<file path="src/sv/gne_pkg.sv">
`timescale 1ns / 1ps
// ----------------------------------------------------------------------------
// gne_pkg
// Shared constants, register codes and the square root chain item type for
// the group norm engine.
// ----------------------------------------------------------------------------
package gne_pkg;

    localparam int MAX_GROUP_DEFAULT   = 64;
    localparam int SAMPLE_BITS_DEFAULT = 16;

    localparam int VALUE_BITS = 16;
    localparam int SUM_BITS   = 37;
    localparam int NORM_BITS  = 22;
    localparam int SQRT_STEPS = (SUM_BITS + 1) / 2;

    localparam int PADDR_BITS = 3;
    localparam int PDATA_BITS = 32;

    localparam logic [SUM_BITS-1:0]  SUM_MAX  = {SUM_BITS{1'b1}};
    localparam logic [NORM_BITS-1:0] NORM_MAX = {NORM_BITS{1'b1}};

    localparam logic [1:0] KIND_SUP = 2'd0;
    localparam logic [1:0] KIND_L1  = 2'd1;
    localparam logic [1:0] KIND_L2  = 2'd2;

    localparam logic REG_NORM_KIND = 1'b0;
    localparam logic REG_REPEAT    = 1'b1;

    typedef struct packed {
        logic [SUM_BITS-1:0]  rem;
        logic [SUM_BITS-1:0]  root;
        logic [NORM_BITS-1:0] plain;
        logic                 is_l2;
        logic                 ovf;
    } gne_item_t;

endpackage

</file>
<file path="src/sv/gne_accum.sv">
`timescale 1ns / 1ps
// ----------------------------------------------------------------------------
// gne_accum
// Per-group accumulator: folds each sample magnitude into the running max,
// sum or sum of squares and launches the group into the square root chain.
// ----------------------------------------------------------------------------
module gne_accum #(
    parameter int MAX_GROUP   = gne_pkg::MAX_GROUP_DEFAULT,
    parameter int SAMPLE_BITS = gne_pkg::SAMPLE_BITS_DEFAULT,
    parameter int CW          = $clog2(MAX_GROUP + 1)
) (
    input  logic                              clk,
    input  logic                              rst_n,
    input  logic                              accept,
    input  logic signed [gne_pkg::VALUE_BITS-1:0] value,
    input  logic                              group_end,
    input  logic [1:0]                        norm_kind,
    input  logic                              repeat_en,
    output logic                              head_valid,
    output gne_pkg::gne_item_t                head_item,
    output logic [CW-1:0]                     head_copies
);
    import gne_pkg::*;

    localparam int XW = (SAMPLE_BITS > VALUE_BITS) ? SAMPLE_BITS : VALUE_BITS;
    localparam int SQ = 2 * SAMPLE_BITS;
    localparam int AW = ((SQ > SUM_BITS) ? SQ : SUM_BITS) + 1;

    logic [SUM_BITS-1:0] sum_reg, sum_next;
    logic [CW-1:0]       count_reg, count_next;
    logic                ovf_reg, ovf_next;

    logic signed [XW-1:0]   value_ext;
    logic [SAMPLE_BITS-1:0] sample;
    logic [SAMPLE_BITS-1:0] mag;
    logic [SQ-1:0]          square;
    logic [AW-1:0]          addend;
    logic [AW-1:0]          total;
    logic [SUM_BITS-1:0]    sum_new;
    logic                   full;

    always_comb
    begin
        value_ext = XW'(value);
        sample    = value_ext[SAMPLE_BITS-1:0];
        mag       = sample[SAMPLE_BITS-1] ? (~sample + 1'b1) : sample;
        square    = SQ'(mag) * SQ'(mag);
        if (norm_kind == KIND_L1)
            addend = AW'(mag);
        else
            addend = AW'(square);
        total = AW'(sum_reg) + addend;
        case (norm_kind)
            KIND_SUP: sum_new = (SUM_BITS'(mag) > sum_reg) ? SUM_BITS'(mag) : sum_reg;
            default:  sum_new = (total > AW'(SUM_MAX)) ? SUM_MAX : total[SUM_BITS-1:0];
        endcase
        full       = (count_reg >= CW'(MAX_GROUP));
        count_next = full ? count_reg : count_reg + 1'b1;
        ovf_next   = ovf_reg | full;
        sum_next   = sum_new;

        head_valid      = accept & group_end;
        head_item.rem   = sum_new;
        head_item.root  = '0;
        head_item.plain = (sum_new > SUM_BITS'(NORM_MAX)) ? NORM_MAX : sum_new[NORM_BITS-1:0];
        head_item.is_l2 = !((norm_kind == KIND_SUP) || (norm_kind == KIND_L1));
        head_item.ovf   = ovf_next;
        head_copies     = repeat_en ? count_next : CW'(1);
    end

    always_ff @(posedge clk or negedge rst_n)
    begin
        if (!rst_n)
        begin
            sum_reg   <= '0;
            count_reg <= '0;
            ovf_reg   <= 1'b0;
        end
        else if (accept)
        begin
            if (group_end)
            begin
                sum_reg   <= '0;
                count_reg <= '0;
                ovf_reg   <= 1'b0;
            end
            else
            begin
                sum_reg   <= sum_next;
                count_reg <= count_next;
                ovf_reg   <= ovf_next;
            end
        end
    end

endmodule

</file>
<file path="src/sv/gne_sqrt_cell.sv">
`timescale 1ns / 1ps
// ----------------------------------------------------------------------------
// gne_sqrt_cell
// One step of the bit-by-bit integer square root; cells are chained so that
// each resolves one root bit and hands the group on to its neighbor.
// ----------------------------------------------------------------------------
module gne_sqrt_cell #(
    parameter int MAX_GROUP = gne_pkg::MAX_GROUP_DEFAULT,
    parameter int STEP      = 0,
    parameter int CW        = $clog2(MAX_GROUP + 1)
) (
    input  logic               clk,
    input  logic               rst_n,
    input  logic               advance,
    input  logic               in_valid,
    input  gne_pkg::gne_item_t in_item,
    input  logic [CW-1:0]      in_copies,
    output logic               out_valid,
    output gne_pkg::gne_item_t out_item,
    output logic [CW-1:0]      out_copies
);
    import gne_pkg::*;

    localparam logic [SUM_BITS-1:0] BIT = SUM_BITS'(1) << (2 * (SQRT_STEPS - 1 - STEP));

    logic                valid_reg;
    gne_item_t           item_reg, item_next;
    logic [CW-1:0]       copies_reg;
    logic [SUM_BITS-1:0] trial;

    always_comb
    begin
        item_next = in_item;
        trial     = in_item.root + BIT;
        if (in_item.rem >= trial)
        begin
            item_next.rem  = in_item.rem - trial;
            item_next.root = (in_item.root >> 1) + BIT;
        end
        else
        begin
            item_next.root = in_item.root >> 1;
        end
    end

    always_ff @(posedge clk or negedge rst_n)
    begin
        if (!rst_n)
            valid_reg <= 1'b0;
        else if (advance)
            valid_reg <= in_valid;
    end

    always_ff @(posedge clk)
    begin
        if (advance)
        begin
            item_reg   <= item_next;
            copies_reg <= in_copies;
        end
    end

    assign out_valid  = valid_reg;
    assign out_item   = item_reg;
    assign out_copies = copies_reg;

endmodule

</file>
<file path="src/sv/gne_repeat.sv">
`timescale 1ns / 1ps
// ----------------------------------------------------------------------------
// gne_repeat
// Output register: picks the group norm off the chain tail and issues it
// once per copy, marking the final beat.
// ----------------------------------------------------------------------------
module gne_repeat #(
    parameter int MAX_GROUP = gne_pkg::MAX_GROUP_DEFAULT,
    parameter int CW        = $clog2(MAX_GROUP + 1)
) (
    input  logic                          clk,
    input  logic                          rst_n,
    input  logic                          tail_valid,
    input  gne_pkg::gne_item_t            tail_item,
    input  logic [CW-1:0]                 tail_copies,
    output logic                          advance,
    output logic                          out_valid,
    input  logic                          out_ready,
    output logic [gne_pkg::NORM_BITS-1:0] norm_value,
    output logic                          last,
    output logic                          group_too_long
);
    import gne_pkg::*;

    logic                 valid_reg;
    logic [CW-1:0]        left_reg;
    logic [NORM_BITS-1:0] norm_reg;
    logic                 ovf_reg;
    logic                 final_beat;
    logic                 load;

    always_comb
    begin
        final_beat = (left_reg == CW'(1));
        load       = tail_valid && (!valid_reg || (out_ready && final_beat));
        advance    = !tail_valid || load;
    end

    always_ff @(posedge clk or negedge rst_n)
    begin
        if (!rst_n)
        begin
            valid_reg <= 1'b0;
            left_reg  <= '0;
        end
        else if (load)
        begin
            valid_reg <= 1'b1;
            left_reg  <= tail_copies;
        end
        else if (valid_reg && out_ready)
        begin
            if (final_beat)
                valid_reg <= 1'b0;
            else
                left_reg <= left_reg - 1'b1;
        end
    end

    always_ff @(posedge clk)
    begin
        if (load)
        begin
            norm_reg <= tail_item.is_l2 ? tail_item.root[NORM_BITS-1:0] : tail_item.plain;
            ovf_reg  <= tail_item.ovf;
        end
    end

    assign out_valid      = valid_reg;
    assign norm_value     = norm_reg;
    assign last           = final_beat;
    assign group_too_long = ovf_reg;

endmodule

</file>
<file path="src/sv/group_norm_engine.sv">
`timescale 1ns / 1ps
// ----------------------------------------------------------------------------
// group_norm_engine
// Streaming per-group sup, L1 or L2 norm with optional per-element repeat.
// ----------------------------------------------------------------------------
// One element is accepted per cycle. The element that closes a group enters
// a chain of 19 square root cells, one root bit per cell, and its result
// beats then leave through the output register; the next group accumulates
// meanwhile and several groups may be in the chain at once. With repeat set
// a group gives one beat per element (at most MAX_GROUP). Input stalls only
// while the chain tail waits on the output register. Registers: 0 norm_kind
// (0 sup, 1 L1, 2 L2), 1 repeat_per_element.
module group_norm_engine #(
    parameter int MAX_GROUP   = gne_pkg::MAX_GROUP_DEFAULT,
    parameter int SAMPLE_BITS = gne_pkg::SAMPLE_BITS_DEFAULT
) (
    input  logic                               clk,
    input  logic                               rst_n,
    input  logic                               psel,
    input  logic                               penable,
    input  logic                               pwrite,
    input  logic [gne_pkg::PADDR_BITS-1:0]     paddr,
    input  logic [gne_pkg::PDATA_BITS-1:0]     pwdata,
    output logic [gne_pkg::PDATA_BITS-1:0]     prdata,
    output logic                               pready,
    input  logic                               in_valid,
    output logic                               in_ready,
    input  logic signed [gne_pkg::VALUE_BITS-1:0] value,
    input  logic                               group_end,
    output logic                               out_valid,
    input  logic                               out_ready,
    output logic [gne_pkg::NORM_BITS-1:0]      norm_value,
    output logic                               last,
    output logic                               group_too_long
);
    import gne_pkg::*;

    localparam int CW = $clog2(MAX_GROUP + 1);

    logic [1:0] norm_kind_reg;
    logic       repeat_reg;
    logic       cfg_write;
    logic       reg_sel;
    logic       advance;
    logic       accept;

    logic          chain_valid  [0:SQRT_STEPS];
    gne_item_t     chain_item   [0:SQRT_STEPS];
    logic [CW-1:0] chain_copies [0:SQRT_STEPS];

    assign pready    = 1'b1;
    assign reg_sel   = paddr[2];
    assign cfg_write = psel && penable && pwrite && pready;
    assign prdata    = (reg_sel == REG_NORM_KIND) ? PDATA_BITS'(norm_kind_reg)
                                                  : PDATA_BITS'(repeat_reg);

    always_ff @(posedge clk or negedge rst_n)
    begin
        if (!rst_n)
        begin
            norm_kind_reg <= KIND_L2;
            repeat_reg    <= 1'b0;
        end
        else if (cfg_write)
        begin
            if (reg_sel == REG_NORM_KIND)
                norm_kind_reg <= pwdata[1:0];
            else
                repeat_reg <= pwdata[0];
        end
    end

    assign in_ready = advance;
    assign accept   = in_valid && in_ready;

    gne_accum #(
        .MAX_GROUP   (MAX_GROUP),
        .SAMPLE_BITS (SAMPLE_BITS)
    ) u_accum (
        .clk         (clk),
        .rst_n       (rst_n),
        .accept      (accept),
        .value       (value),
        .group_end   (group_end),
        .norm_kind   (norm_kind_reg),
        .repeat_en   (repeat_reg),
        .head_valid  (chain_valid[0]),
        .head_item   (chain_item[0]),
        .head_copies (chain_copies[0])
    );

    for (genvar k = 0; k < SQRT_STEPS; k++)
    begin : g_cell
        gne_sqrt_cell #(
            .MAX_GROUP (MAX_GROUP),
            .STEP      (k)
        ) u_cell (
            .clk        (clk),
            .rst_n      (rst_n),
            .advance    (advance),
            .in_valid   (chain_valid[k]),
            .in_item    (chain_item[k]),
            .in_copies  (chain_copies[k]),
            .out_valid  (chain_valid[k+1]),
            .out_item   (chain_item[k+1]),
            .out_copies (chain_copies[k+1])
        );
    end

    gne_repeat #(
        .MAX_GROUP (MAX_GROUP)
    ) u_repeat (
        .clk            (clk),
        .rst_n          (rst_n),
        .tail_valid     (chain_valid[SQRT_STEPS]),
        .tail_item      (chain_item[SQRT_STEPS]),
        .tail_copies    (chain_copies[SQRT_STEPS]),
        .advance        (advance),
        .out_valid      (out_valid),
        .out_ready      (out_ready),
        .norm_value     (norm_value),
        .last           (last),
        .group_too_long (group_too_long)
    );

    a_root_exact: assert property (@(posedge clk) disable iff (!rst_n)
        chain_valid[SQRT_STEPS] && chain_item[SQRT_STEPS].is_l2
        |-> chain_item[SQRT_STEPS].rem <= (chain_item[SQRT_STEPS].root << 1))
        else $error("square root remainder exceeds twice the root");

    a_copies_nonzero: assert property (@(posedge clk) disable iff (!rst_n)
        chain_valid[SQRT_STEPS] |-> chain_copies[SQRT_STEPS] != '0)
        else $error("group reached output with zero copies");

    a_more_copies: assert property (@(posedge clk) disable iff (!rst_n)
        out_valid && out_ready && !last |=> out_valid)
        else $error("group dropped before its last beat");

endmodule

</file>
<file path="config.mk">
export PLATFORM = sky130hd
export DESIGN_NAME = group_norm_engine
export DESIGN_NICKNAME = d
export VERILOG_FILES = /design/src/sv/gne_pkg.sv /design/src/sv/gne_accum.sv /design/src/sv/gne_sqrt_cell.sv /design/src/sv/gne_repeat.sv /design/src/sv/group_norm_engine.sv
export SDC_FILE = /design/constraint.sdc
export NUM_CORES = 2
export LEC_CHECK = 0
export ABC_AREA = 0
export BUFFER_PORTS_ARGS = -buffer_cell sky130_fd_sc_hd__buf_2
export CAP_MARGIN = 20
export CORE_MARGIN = 2
export CORE_UTILIZATION = 40
export DETAILED_ROUTE_END_ITERATION = 7
export HOLD_SLACK_MARGIN = 0.02
export MAX_ROUTING_LAYER = met4
export PLACE_DENSITY = 0.62
export SLEW_MARGIN = 20
export SYNTH_ARGS = -nofsm -noshare
export SYNTH_HDL_FRONTEND = slang
export SYNTH_SLANG_ARGS = --single-unit
</file>
<file path="constraint.sdc">
create_clock -name clk -period 104.2 [get_ports clk]
set_input_delay 5.21 -clock clk [delete_from_list [all_inputs] [get_ports clk]]
set_output_delay 5.21 -clock clk [all_outputs]
set_load 0.01 [all_outputs]
</file>
==> results.json <==
{
  "synth_flop_cell": "edfxtp_1",
  "yosysSeqAreaShare": 0.636,
  "num_vias": 40600,
  "relSlewSlack": 0.260,
  "r2r_end": "g_cell[15].u_cell.out_item[81]",
  "reg2reg_slack_ns": 97.04,
  "reg2reg_from": "u_repeat.left_reg[2]",
  "cts_hold_buf": 0,
  "core_sq_um": 179000,
  "die_y_microns": 429,
  "startpoint_type": "input port",
  "min_period_ns": 17.95,
  "finalCritPeriodShare": 0.172,
  "crit_top_cell": "fa_1",
  "cts_tree": "yes",
  "numPortBuffers": 54,
  "worstHoldPathCells": 0,
  "rr_worst_depth": 10,
  "largest_reg_flops": 1312,
  "synth-edff-count": 1468,
  "cts_made_buffers": 154,
  "synth-seq-cells": 1543,
  "hold_start": "g_cell[15].u_cell.out_item[0]",
  "path_delay_family": "simple AND/OR/NAND/NOR gates",
  "rsz0062_at_grt": "false",
  "ctsResizeCount": 0,
  "holdPathEnd": "g_cell[16].u_cell.out_item[0]",
  "place.gp.congestion": 0.911,
  "grt_max_degree": 178,
  "arrival_ns": 18.30,
  "grt_util_all_layers": 0.157,
  "ios": 118,
  "outcome": "complete, no violations",
  "routedWlPerCell_microns": 17.5,
  "syn2layout_area_growth_pct": 11.8,
  "setup_slack_ns": 86.25,
  "cts.sinks": 1543,
  "initial_core_util": 0.404,
  "hold_class": "flip-flop to flip-flop",
  "cts_max_level": 4,
  "drt_first_pass_iters": 5,
  "maxCapViolCount": 0,
  "finalSetupTns_ns": 0,
  "cts.path.max_buffers": 3,
  "syn_inst": 5359,
  "layout-drive-gt1-share": 0.0801,
  "path_class": "input port to flip-flop",
  "grt_pass1_wl_microns": 223000,
  "cts-root-buf": "clkbuf_16",
  "hold_viol": 0,
  "dr.first_iter.drc_count": 3239,
  "nets": 6115,
  "max_slew.worst_pin.slew_ns": 1.11,
  "drc": 0,
  "path_buf_inv": 9,
  "routed_wl_microns": 141000,
  "diodes": 0,
  "drv_slew": 0,
  "fmax_mhz": 55.7,
  "dieArea_sq_um": 184000,
  "setup_viol": 0,
  "cp.required_ns": 104.55,
  "post-cts-setup-buffer-count": 0,
  "synthArstFlopShare": 0.0486,
  "fillers": 15900,
  "cpMaxStageDelayCell": "o31ai_1",
  "rows": 155,
  "fp.dieW_microns": 429,
  "hold_ws_ns": 0.405,
  "ys_warn_count": 0,
  "final_antenna_net_count": 0,
  "clkLatencyLatePin_ns": 0.77,
  "grt_pass1_vias": 40500,
  "dp_hpwl_microns": 102000,
  "post-place-ws_ns": 85.55,
  "viasPerCell": 5.07,
  "clkTransAtPathRegs_ns": 0.06,
  "antenna_found_initial": 4,
  "ys_types": 96,
  "fin_skew_ns": 0.0205,
  "final_core_util": 0.451,
  "grt_overflow": 0,
  "slowest_delay_ns": 0.71,
  "syn_area_sq_um": 72200,
  "cp-end-kind": "flip-flop",
  "syn_area_per_cell_sq_um": 13.5,
  "crit_fanout": 25
}
logic make-up (layout without fill, tap and decap cells):
family / Yosys count / in the layout / synth area share
multiplexers: 64 / 64 / 0.00985
buffers and inverters: 694 / 961 / 0.0381
XOR/XNOR: 321 / 321 / 0.0389
flip-flops: 1543 / 1543 / 0.636
AND/OR/NAND/NOR: 1328 / 1328 / 0.0918
other: 2 / 43 / 0.000104
AO/OA/AOI/OAI: 887 / 887 / 0.0777
adder cells (fa/ha/maj): 520 / 520 / 0.107
metrics by stage:
step / cells / instance area (sq um)
floorplan: 5400 / 72400
global placement: 7733 / 75500
detailed placement: 7735 / 75500
CTS: 8022 / 80800
global route: 8022 / 80800
finish: 8022 / 80800
layer usage:
metal / vias up / track usage / share of wire
li1: 19900 / - / -
met1: 19700 / 0.197 / 0.43
met2: 806 / 0.262 / 0.50
met3: 271 / 0.0235 / 0.040
met4: 0 / 0.0537 / 0.030
met5: - / - / 0
placed cells by master (no fill, tap or decap), drive strengths merged, types with 43 or more instances in the layout:
cell type,instances
mux2,54
o31ai,49
fa,166
xor2,163
inv,565
o21a,61
nand4,56
a21oi,212
nand2b,64
nor4,113
nor2,281
o21ai,254
clkbuf,195
conb,43
nor2b,45
edfxtp,1468
clkinv,66
dfrtp,74
a21o,87
nand2,389
nand3,68
nor3,127
xnor2,158
ha,354
buf,108
how the worst max path moves through the flow:
stage / slack [ns] / to / cells after the start / start
finish: 86.25 / g_cell[0].u_cell.out_item[16] / 41 / value[5]
floorplan: 54.14 / in_ready / 4 / out_ready
CTS: 86.37 / g_cell[0].u_cell.out_item[16] / 41 / value[5]
global route: 85.57 / g_cell[0].u_cell.out_item[16] / 41 / value[5]
detailed placement: 85.55 / g_cell[0].u_cell.out_item[16] / 41 / value[5]
global placement: 85.03 / g_cell[0].u_cell.out_item[15] / 40 / value[5]
cell type report:
class / instances / area, sq um / area share
Sequential cell: 1543 / 46000 / 0.569
Multi-Input combinational cell: 3163 / 23800 / 0.294
Clock buffer: 195 / 4110 / 0.0509
Tap cell: 2355 / 2950 / 0.0365
Inverter: 566 / 2120 / 0.0263
Clock inverter: 92 / 1120 / 0.0139
Timing Repair Buffer: 108 / 718 / 0.00889
cell usage after synthesis, types with 63 or more instances:
cell,instances,area share
a21o_1,87,0.0090
xor2_1,163,0.020
o21ai_0,252,0.017
fa_1,166,0.046
nand2b_1,63,0.0055
a21oi_1,212,0.015
nor2_1,281,0.015
inv_1,560,0.029
dfrtp_1,74,0.026
nand3_1,67,0.0046
edfxtp_1,1468,0.61
nor4_1,110,0.0095
nor3_1,127,0.0088
clkbuf_1,83,0.0043
ha_1,354,0.061
nand2_1,389,0.020
xnor2_1,158,0.019
Power is left out: the tool's default activity adds up to more than one toggle a clock period on the data nets, which glitch-free logic cannot reach.
